## src/hdl/qfsp_pkg.sv

```systemverilog
// ----------------------------------------------------------------------------
// qfsp_pkg
// Shared constants and types for the quadratic-fit sub-pixel peak refiner.
// ----------------------------------------------------------------------------
package qfsp_pkg;

  localparam int COORD_BITS_DEF  = 12;
  localparam int SAMPLE_BITS_DEF = 16;
  localparam int FRAC_BITS_DEF   = 8;

  typedef enum logic [1:0] {
    MODE_FULL   = 2'd0,
    MODE_ROW    = 2'd1,
    MODE_COL    = 2'd2,
    MODE_CENTRE = 2'd3
  } edge_mode_t;

endpackage

```

## src/hdl/qfsp_place.sv

```systemverilog
// ----------------------------------------------------------------------------
// qfsp_place
// Output stage: peak plus offset in fixed point, saturated, with flag.
// ----------------------------------------------------------------------------
module qfsp_place #(
  parameter int COORD_BITS = qfsp_pkg::COORD_BITS_DEF,
  parameter int FRAC_BITS  = qfsp_pkg::FRAC_BITS_DEF
) (
  input  logic                                    clk,
  input  logic                                    rst,
  input  logic                                    in_valid,
  output logic                                    in_ready,
  input  logic [COORD_BITS-1:0]                   in_row,
  input  logic [COORD_BITS-1:0]                   in_col,
  input  logic signed [COORD_BITS+FRAC_BITS+3:0]  in_off_row,
  input  logic signed [COORD_BITS+FRAC_BITS+3:0]  in_off_col,
  output logic                                    out_valid,
  input  logic                                    out_ready,
  output logic signed [COORD_BITS+FRAC_BITS:0]    out_ref_row,
  output logic signed [COORD_BITS+FRAC_BITS:0]    out_ref_col,
  output logic                                    out_sat
);
  import qfsp_pkg::*;

  localparam int OUT = COORD_BITS + FRAC_BITS + 1;
  localparam int OW  = COORD_BITS + FRAC_BITS + 4;
  localparam int SW  = OW + 1;
  localparam logic signed [SW-1:0] HI = {{(SW-OUT+1){1'b0}}, {(OUT-1){1'b1}}};
  localparam logic signed [SW-1:0] LO = {{(SW-OUT+1){1'b1}}, {(OUT-1){1'b0}}};

  logic v, en;
  logic signed [SW-1:0] pr, pc;
  logic signed [OUT-1:0] rr, rc;
  logic sr_hi, sr_lo, sc_hi, sc_lo;

  assign en        = !v || out_ready;
  assign in_ready  = en;
  assign out_valid = v;

  always_comb begin
    pr    = SW'({1'b0, in_row, {FRAC_BITS{1'b0}}}) + SW'(in_off_row);
    pc    = SW'({1'b0, in_col, {FRAC_BITS{1'b0}}}) + SW'(in_off_col);
    sr_hi = pr > HI;
    sr_lo = pr < LO;
    sc_hi = pc > HI;
    sc_lo = pc < LO;
    rr    = sr_hi ? OUT'(HI) : (sr_lo ? OUT'(LO) : OUT'(pr));
    rc    = sc_hi ? OUT'(HI) : (sc_lo ? OUT'(LO) : OUT'(pc));
  end

  always_ff @(posedge clk) begin
    if (rst) begin
      v <= 1'b0;
    end else if (en) begin
      v <= in_valid;
    end
  end

  always_ff @(posedge clk) begin
    if (en) begin
      out_ref_row <= rr;
      out_ref_col <= rc;
      out_sat     <= sr_hi | sr_lo | sc_hi | sc_lo;
    end
  end

endmodule

```

## config.mk

```make
export PLATFORM = sky130hd
export DESIGN_NAME = qfsp_place
export DESIGN_NICKNAME = d
export VERILOG_FILES = /design/src/hdl/qfsp_pkg.sv /design/src/hdl/qfsp_place.sv
export SDC_FILE = /design/constraint.sdc
export NUM_CORES = 1
export LEC_CHECK = 0
export BUFFER_PORTS_ARGS = -buffer_cell sky130_fd_sc_hd__buf_2
export CORE_ASPECT_RATIO = 0.75
export CORE_MARGIN = 4
export CORE_UTILIZATION = 45
export CTS_BUF_LIST = sky130_fd_sc_hd__clkbuf_4
export DETAILED_ROUTE_END_ITERATION = 10
export PLACE_DENSITY_LB_ADDON = 0.3
export SLEW_MARGIN = 20
export SYNTH_ARGS = -nofsm -noshare
export SYNTH_HDL_FRONTEND = slang
export SYNTH_SLANG_ARGS = --single-unit
```

## constraint.sdc

```tcl
create_clock -name clk -period 3 [get_ports clk]
set_clock_uncertainty 0.05 [all_clocks]
set_input_delay 0.6 -clock clk [delete_from_list [all_inputs] [get_ports clk]]
set_output_delay 0.6 -clock clk [all_outputs]
set_load 0.03 [all_outputs]
```

-- Word-level counts from Yosys, hierarchy flattened
Cells that the tools add are included.
- flip-flop bits (word level): 44
- word-level logic and storage cells: 17
- output and inout port bits: 45
- input port bits: 76
- reduce and logical (&&, ||, !) cells: 2
- mux-type cells: 2
- add/subtract/negate cells: 2
- bitwise logic cells: 3
- $lt $le $gt $ge: 4
- operators by type and width (cell ; count):
    21-bit by 24-bit adder with 25-bit output ; 2
    25-bit by 21-bit greater-than comparator with 1-bit output (second input constant) ; 2
    25-bit by 21-bit < comparator with 1-bit output (second input constant) ; 2
    21-bit two-way mux ; 2
    1-bit bitwise OR ; 3
    1-bit zero test ; 1
    1-bit logical OR ; 1

-- Logic depth before layout (Yosys ltp)
Gate-level depths: netlist of run 1.
- depth in word-level cells: 5
- mapped depth: 11
- mapped depth without buffers: 10

-- Worst setup path after synthesis of run 1
OpenSTA, ideal clock, no wires.
- path kind: input port to flip-flop
- start: input in_row[0]
- end: register out_ref_row[10], data pin
- data arrival time: 2.785 ns
- stages on the path: 11
- setup time: 0.261 ns
- data required time: 2.689 ns
- path slack: -0.096 ns
- cells stage by stage: ha_1 inv_1 fa_1 or2b_2 a21oi_1 o221a_4 o31ai_4 o21ai_0 a21oi_2 buf_6 a311o_1
- longest elaborated chain between the ends: 3
- elaborated cells between the ends (all ways): 4
- those cells by class: add/sub (1); order compare (2); mux (1)
- ends and longest elaborated chain (element ; line ; source):
    start, declared ; qfsp_place.sv:13 ; input logic [COORD_BITS-1:0] in_row,
    21-bit by 24-bit adder with 25-bit output (*) ; qfsp_place.sv:41 ; pr = SW'({1'b0, in_row, {FRAC_BITS{1'b0}}}) + SW'(in_off_row);
    25-bit by 21-bit < comparator with 1-bit output ; qfsp_place.sv:44 ; sr_lo = pr < LO;
    21-bit two-way mux ; qfsp_place.sv:47 ; rr = sr_hi ? OUT'(HI) : (sr_lo ? OUT'(LO) : OUT'(pr));
    end signal, assigned ; qfsp_place.sv:61 ; out_ref_row <= rr;
    end, declared ; qfsp_place.sv:19 ; output logic signed [COORD_BITS+FRAC_BITS:0] out_ref_row,
Every way passes the cells marked *; elsewhere a longest branch is shown, timed or not.
A chain may end at the register's enable or synchronous reset.

-- Worst setup path after layout of run 1
Same ends and word-level chain as after synthesis.

==> metrics.md, run 1 <==
| Metric | Value |
|---|---|
| Run status | `finished, final reports clean` |
| Fraction of layout cells with a size suffix above 1 | `42.5%` |
| First-pass GRT wire length | `roughly 13000 microns` |
| Via count | `2941` |
| CP Launch Type | `input pin` |
| Synthesis Warnings | `0` |
| DR iter-0 viols | `155` |
| Pin slew with the least headroom to its limit | `0.589 ns` |
| Min-delay src | `rst` |
| Yosys top cell by area | `edfxtp_1` |
| Commonest non-fill, non-tap cells in the layout | `buf_2 (120), edfxtp_1 (43), buf_4 (41)` |
| DP HPWL | `6670 microns` |
| Synth Area in Simple Gates | `around an eighth` |
| Total CTS buffers | `5` |
| M1 GR Usage | `between 20% and 30%` |
| Reg2Reg Setup Slack | `1.80 ns` |
| Grt peak-use layer | `met2` |
| CP endpoint kind | `flip-flop` |
| WP buf/inv | `2` |
| Yosys cell types | `between 60 and 70` |
| Top_reg_cell synth | `edfxtp_1` |
| Worst hold path type | `input pin to flip-flop` |
| Final #Nets | `555` |
| Worst path cell trace | `buf_2, ha_1, inv_1, fa_1, or2b_2, a21oi_4, o221a_4, o31ai_4, o21ai_0, a21oi_4, a311o_1` |
| Area grow syn2layout | `34.2%` |
| CTS tree | `done` |
| Adder-Cell Fraction of Synth Area | `10.7%` |
| Async set or reset register ratio after synthesis | `0%` |
| Final Hold Vio Count | `0` |
| Most common cell after layout, fill and taps aside | `buf_2` |
| Max Cap Viol | `0` |
| Required @ worst endpoint | `about 3.1 ns` |
| Critical path type | `input pin to flip-flop` |
| Post-synthesis compound-gate area fraction | `between 20% and 30%` |
| GPL Wtd Cong | `between 0.9 and 1` |
| Port Buffers | `120` |
| Reg2reg path depth | `2` |
| CP max stage delay | `between 0.3 and 0.4 ns` |
| Clk buf depth | `2` |
| Synth Area per Inst | `10.9 sq um` |
| Sequential area share after synthesis | `41.1%` |
| Sink Count | `44` |
| Crit Path Max Fanout | `20` |
| Top post-synthesis cells by area | `edfxtp_1 (40%), ha_1 (9.4%), a211o_1 (5.2%)` |
| CTS hold repair buffers | `0` |
| Worst path arrival time | `3.00 ns` |
| Power Dens Cells | `between 400 and 500 mW/mm^2` |
| Mapped Cells | `292` |
| Largest family of logic cells by synthesized area | `compound AO/OA/AOI/OAI gates` |
| Util after Layout | `62.4%` |
| Antenna Cells | `0` |
| Post-synth EDFFs | `43` |
| Worst reg2reg path startpoint | `out_valid$_SDFFE_PP0P_` |
| DIE AREA | `around 0.0085 sq mm` |
| Post-CTS setup buffers | `0` |
| Largest net degree at the start of global routing | `25` |
| Final antenna-violating net count | `0` |
| FF-to-FF End | `out_sat$_DFFE_PP_` |
| Cell Area, Synth | `around 0.0032 sq mm` |
| Drt pass-1 iters | `4` |
| Fin crit period | `2.93 ns` |
| I/O Pins | `121` |
| H-tree depth | `2` |
| Grt met3 use | `between 4 and 5%` |
| Total gr overflow | `0` |
| CP max-delay cell | `a311o_1` |
| DIE WIDTH | `105 microns` |
| Top delay family on crit path | `compound AO/OA/AOI/OAI gates` |
| Root Driver | `clkbuf_4` |
| Post-synth top area share | `40.5%` |
| M2 GR Usage | `approximately 30%` |
| Die height | `80.9 microns` |
| Number of global-route vias before repair | `2802` |
| Setup_tns | `0 ns` |
| Final setup vio count | `0` |
| # DRC | `0` |
| Initial antenna violation count | `0` |
| Total GRT Usage | `19.4%` |
| Hold path cells | `2` |
| Max_slew headroom | `between 60 and 70%` |
| CP most frequent cell | `a21oi_4` |
| Post-CTS Resized | `1` |
| XOR/XNOR Fraction of Synth Area | `between 5 and 6%` |
| Worst vdd ir | `239 uV` |
| RSZ-0062 raised after global routing | `false` |
| Vias per std cell | `5.33` |
| Post-Syn Nets | `394` |
| Core Region | `0.00686 sq mm` |
| Leakage component of the power | `1.93 nW` |
| Post-synthesis mux area share | `0%` |
| Final Cycle Share | `a little over nine tenths` |
| FF+latch count, synth | `44` |
| Hold Crit Endpoint | `out_valid$_SDFFE_PP0P_` |
| Peak Freq | `0.341 GHz` |
| Initial core utilization | `46.5%` |
| Reg clk slew, reported paths | `0.14 ns` |
| WL per Instance | `15.2 microns` |
| Cell Rows | `26` |
| Slew Limit Fails | `0` |
| Clock latency on the worst-skew pair | `0.35 ns` |
| Routed WL | `8410 microns` |
area by class of cell:
class | instances | area [sq um]
clock buffer | 6 | 45.0
clock inverter | 2 | 35.0
fill | 584 | 2580
inverter | 15 | 56.3
multi-input combinational | 225 | 1780
sequential | 44 | 1310
tap | 98 | 123
timing repair buffer | 162 | 928
sequential cells by signal, summed over array words and instances, names as in the netlist:
register     cells
out_ref_row     21
out_ref_col     21
out_sat          1
out_valid        1
synth_stat cells, drive strengths merged (2+ instances only):
library cell / instances
a211o: 19
a211oi: 5
a21boi: 3
a21o: 13
a21oi: 19
a31oi: 2
and2: 2
and3: 3
buf: 7
edfxtp: 43
fa: 2
ha: 24
inv: 15
nand2: 12
nand2b: 5
nand3: 9
nand4: 2
nor2: 19
nor3: 7
nor3b: 2
o211ai: 2
o21a: 7
o21ai: 19
o21bai: 2
o31a: 2
o31ai: 3
o32ai: 2
or3: 4
or4: 2
xnor2: 10
xor2: 9
worst reg2reg max path, stage by stage, from the launching register on:
cell and delay (ns):
dfxtp_1 0.35, nand2b_2 0.13, buf_4 0.34
where the power goes:
| part | internal (mW) | switching [mW] | total, mW |
|---|---|---|---|
| logic | 0.318 | 0.462 | 0.780 |
| registers | 0.767 | 0.0188 | 0.786 |
| clock network | 0.184 | 0.206 | 0.391 |
cell families after synthesis:
kind of cell,count (synthesis)
DFF,44
buffers and inverters,23
xor gates and xnor gates,19
adders and majority gates,26
AOI/OAI and AO/OA,108
and+or+nand+nor,72
how the worst max path moves through the flow:
stage | startpoint | end | slack (ns) | depth (start not counted)
after global routing | in_row[0] | out_ref_row[10]$_SDFFCE_PN1P_ | 0.004 | 11
after detailed placement | in_row[0] | out_ref_row[16]$_SDFFCE_PN1P_ | -0.43 | 11
final | in_row[0] | out_ref_row[10]$_SDFFCE_PN1P_ | 0.07 | 11
after global placement | in_row[0] | out_ref_row[16]$_SDFFCE_PN1P_ | -0.36 | 11
after CTS | in_row[0] | out_ref_row[10]$_SDFFCE_PN1P_ | 0.09 | 11
after floorplan | in_row[0] | out_ref_row[10]$_SDFFCE_PN1P_ | 0.02 | 11
per-layer routing:
layer | vias up | share of wire (%) | routed length, microns
met5 | - | 0 | 0
met4 | 0 | 0.65 | 55
met3 | 7 | 6.2 | 523
met2 | 97 | 45 | 3780
met1 | 1383 | 48 | 4050
li1 | 1454 | - | -
metrics by stage:
step / setup slack (ns) / hold slack, ns / area, sq um / instances / power (mW)
floorplan: 0.0181 / 0.619 / 3200 / 292 / 1.31
global placement: -0.357 / 0.707 / 4200 / 544 / 1.56
detailed placement: -0.431 / 0.707 / 4200 / 544 / 1.58
CTS: 0.0907 / 0.310 / 4280 / 552 / 1.97
global route: 0.00450 / 0.310 / 4280 / 552 / 2.07
finish: 0.0680 / 0.324 / 4280 / 552 / 1.96
(Power assumes the default switching activity.)
==> run 2, diff against run 1 <==
- CAP_MARGIN: unset -> 0
- CORE_UTILIZATION: 45 -> 46
==> metrics.md, run 2 (synthesized netlist as in run 1, its figures left out) <==
| Metric | Value |
|---|---|
| Initial core utilization | `49.1%` |
| Post-Route M1 WL | `3940 microns` |
| Vias per std cell | `about 5.5` |
| Largest net degree at the start of global routing | `45` |
| Clk buf depth | `2` |
| Reg clk slew, reported paths | `0.14 ns` |
| Switching power | `0.686 mW` |
| Final antenna-violating net count | `0` |
| Total gr overflow | `0` |
| Place WS | `-0.347 ns` |
| Top routing layer used | `met4` |
| Core Region | `0.00651 sq mm` |
| Most common cell after layout, fill and taps aside | `buf_2` |
| I/O Pins | `121` |
| Met3 WL | `approximately 560 microns` |
| Worst hold path type | `input pin to flip-flop` |
| DIE WIDTH | `104 microns` |
| CP endpoint kind | `flip-flop` |
| Crit Path Max Fanout | `20` |
| Clock latency on the worst-skew pair | `~0.37 ns` |
| Slew Limit Fails | `0` |
| Hold path cells | `2` |
| Reg2reg path depth | `2` |
| Max Cap Viol | `0` |
| Run status | `finished, final reports clean` |
| DIE AREA | `0.00835 sq mm` |
| Antenna Cells | `0` |
| Max_slew headroom | `between 60% and 70%` |
| RSZ-0062 raised after global routing | `false` |
| Port Buffers | `120` |
| Peak Freq | `0.345 GHz` |
| # DRC | `0` |
| Critical path type | `input pin to flip-flop` |
| First-pass GRT wire length | `~14000 microns` |
| WP buf/inv | `2` |
| Pin slew with the least headroom to its limit | `0.596 ns` |
| Sink Count | `44` |
| Inst Count DP | `roughly 530` |
| Commonest non-fill, non-tap cells in the layout | `buf_2 (120), edfxtp_1 (43), buf_4 (41)` |
| Total CTS buffers | `5` |
| Fin crit period | `2.90 ns` |
| Comb pwr share | `41.8%` |
| Die height | `80.1 microns` |
| Final setup vio count | `0` |
| CP max stage delay | `0.39 ns` |
| GPL Wtd Cong | `0.881` |
| Worst path cell trace | `buf_2, ha_1, inv_1, fa_1, or2b_2, a21oi_4, o221a_4, o31ai_4, o21ai_0, a21oi_4, a311o_1` |
| Area grow syn2layout | `33.0%` |
| Worst path arrival time | `~3.0 ns` |
| Leakage component of the power | `approximately 1.9 nW` |
| CTS tree | `done` |
| Setup_tns | `0 ns` |
| Worst path depth | `11` |
| Final setup margin | `0.102 ns` |
| Fillers | `roughly 560` |
| H-tree depth | `2` |
| Final #Nets | `555` |
| Top delay family on crit path | `compound AO/OA/AOI/OAI gates` |
| Cell Rows | `25` |
| Power Dens Cells | `441 mW/mm^2` |
| Required @ worst endpoint | `3.09 ns` |
| Sequential fraction of design power | `42.0%` |
| Fraction of layout cells with a size suffix above 1 | `42.5%` |
| Final std cells w/o fill | `535` |
| Final Hold Vio Count | `0` |
| Largest registers | `out_ref_col (21), out_ref_row (21)` |
| CP most frequent cell | `a21oi_4` |
| Total GRT Usage | `20.1%` |
| Number of global-route vias before repair | `2887` |
| Sw Ratio | `36.7%` |
| Root Driver | `clkbuf_4` |
| WL per Instance | `15.8 microns` |
| CTS hold repair buffers | `0` |
| DR iter-0 viols | `95` |
| Clock share of power | `16.1%` |
| Initial antenna violation count | `0` |
| Via count | `2947` |
| Design Power | `1.87 mW` |
| DP HPWL | `roughly 6700 microns` |
| Met2 WL | `3850 microns` |
| CP Launch Type | `input pin` |
| Internal power | `1.18 mW` |
| Drt pass-1 iters | `4` |
| Worst vdd ir | `279 uV` |
| Final Cycle Share | `96.6%` |
| Routed WL | `8440 microns` |
| CP max-delay cell | `fa_1` |
run 2: changes by cell type in the layout (fill, tap and decap cells not counted), sizes merged:
| cell | change |
|---|---|
| bufinv | -1 |
| clkinvlp | +1 |
run 2: repair_timing:
item,CTS,global route
endpoints found under the hold margin,0,0
resized for setup,0,1
endpoints found under the setup margin,0,20
buffers inserted,0,0
run 2: through the flow:
stage	hold WS, ns	area [sq um]	util (%)
finish	0.320	4240	65.2
global route	0.291	4240	65.2
CTS	0.305	4240	65.1
detailed placement	0.721	4180	64.3
global placement	0.716	4180	64.3
floorplan	0.619	3200	-
run 2: worst paths after layout:
check / from / end / slack (ns)
hold / removal: rst / out_valid$_SDFFE_PP0P_ / 0.32
hold reg to reg: out_valid$_SDFFE_PP0P_ / out_ref_row[1]$_SDFFCE_PN1P_ / 0.91
setup / recovery: in_row[0] / out_ref_row[10]$_SDFFCE_PN1P_ / 0.10
setup reg to reg: out_valid$_SDFFE_PP0P_ / out_ref_row[16]$_SDFFCE_PN1P_ / 1.67
run 2: layout make-up:
| cell class | count | area, sq um | area share (%) |
|---|---|---|---|
| Timing Repair Buffer | 162 | 928 | 21.9 |
| Clock buffer | 6 | 45.0 | 1.06 |
| Multi-Input combinational cell | 225 | 1790 | 42.2 |
| Tap cell | 81 | 101 | 2.39 |
| Inverter | 15 | 56.3 | 1.33 |
| Clock inverter | 2 | 11.3 | 0.265 |
| Sequential cell | 44 | 1310 | 30.9 |
run 2: power by group through the flow:
stage / Clock, mW / Combinational, mW / Sequential [mW]
after global routing: 0.340 / 0.849 / 0.793
after global placement: 0 / 0.762 / 0.798
after detailed placement: 0 / 0.778 / 0.801
after CTS: 0.315 / 0.782 / 0.788
after floorplan: 0 / 0.347 / 0.960
final: 0.302 / 0.783 / 0.786
run 2: metal layers:
metal  global-route usage [%]  vias up
met3                     5.86       11
met1                     27.4     1389
li1                         -     1452
met2                     32.0       95
met5                        0        -
met4                     4.25        0
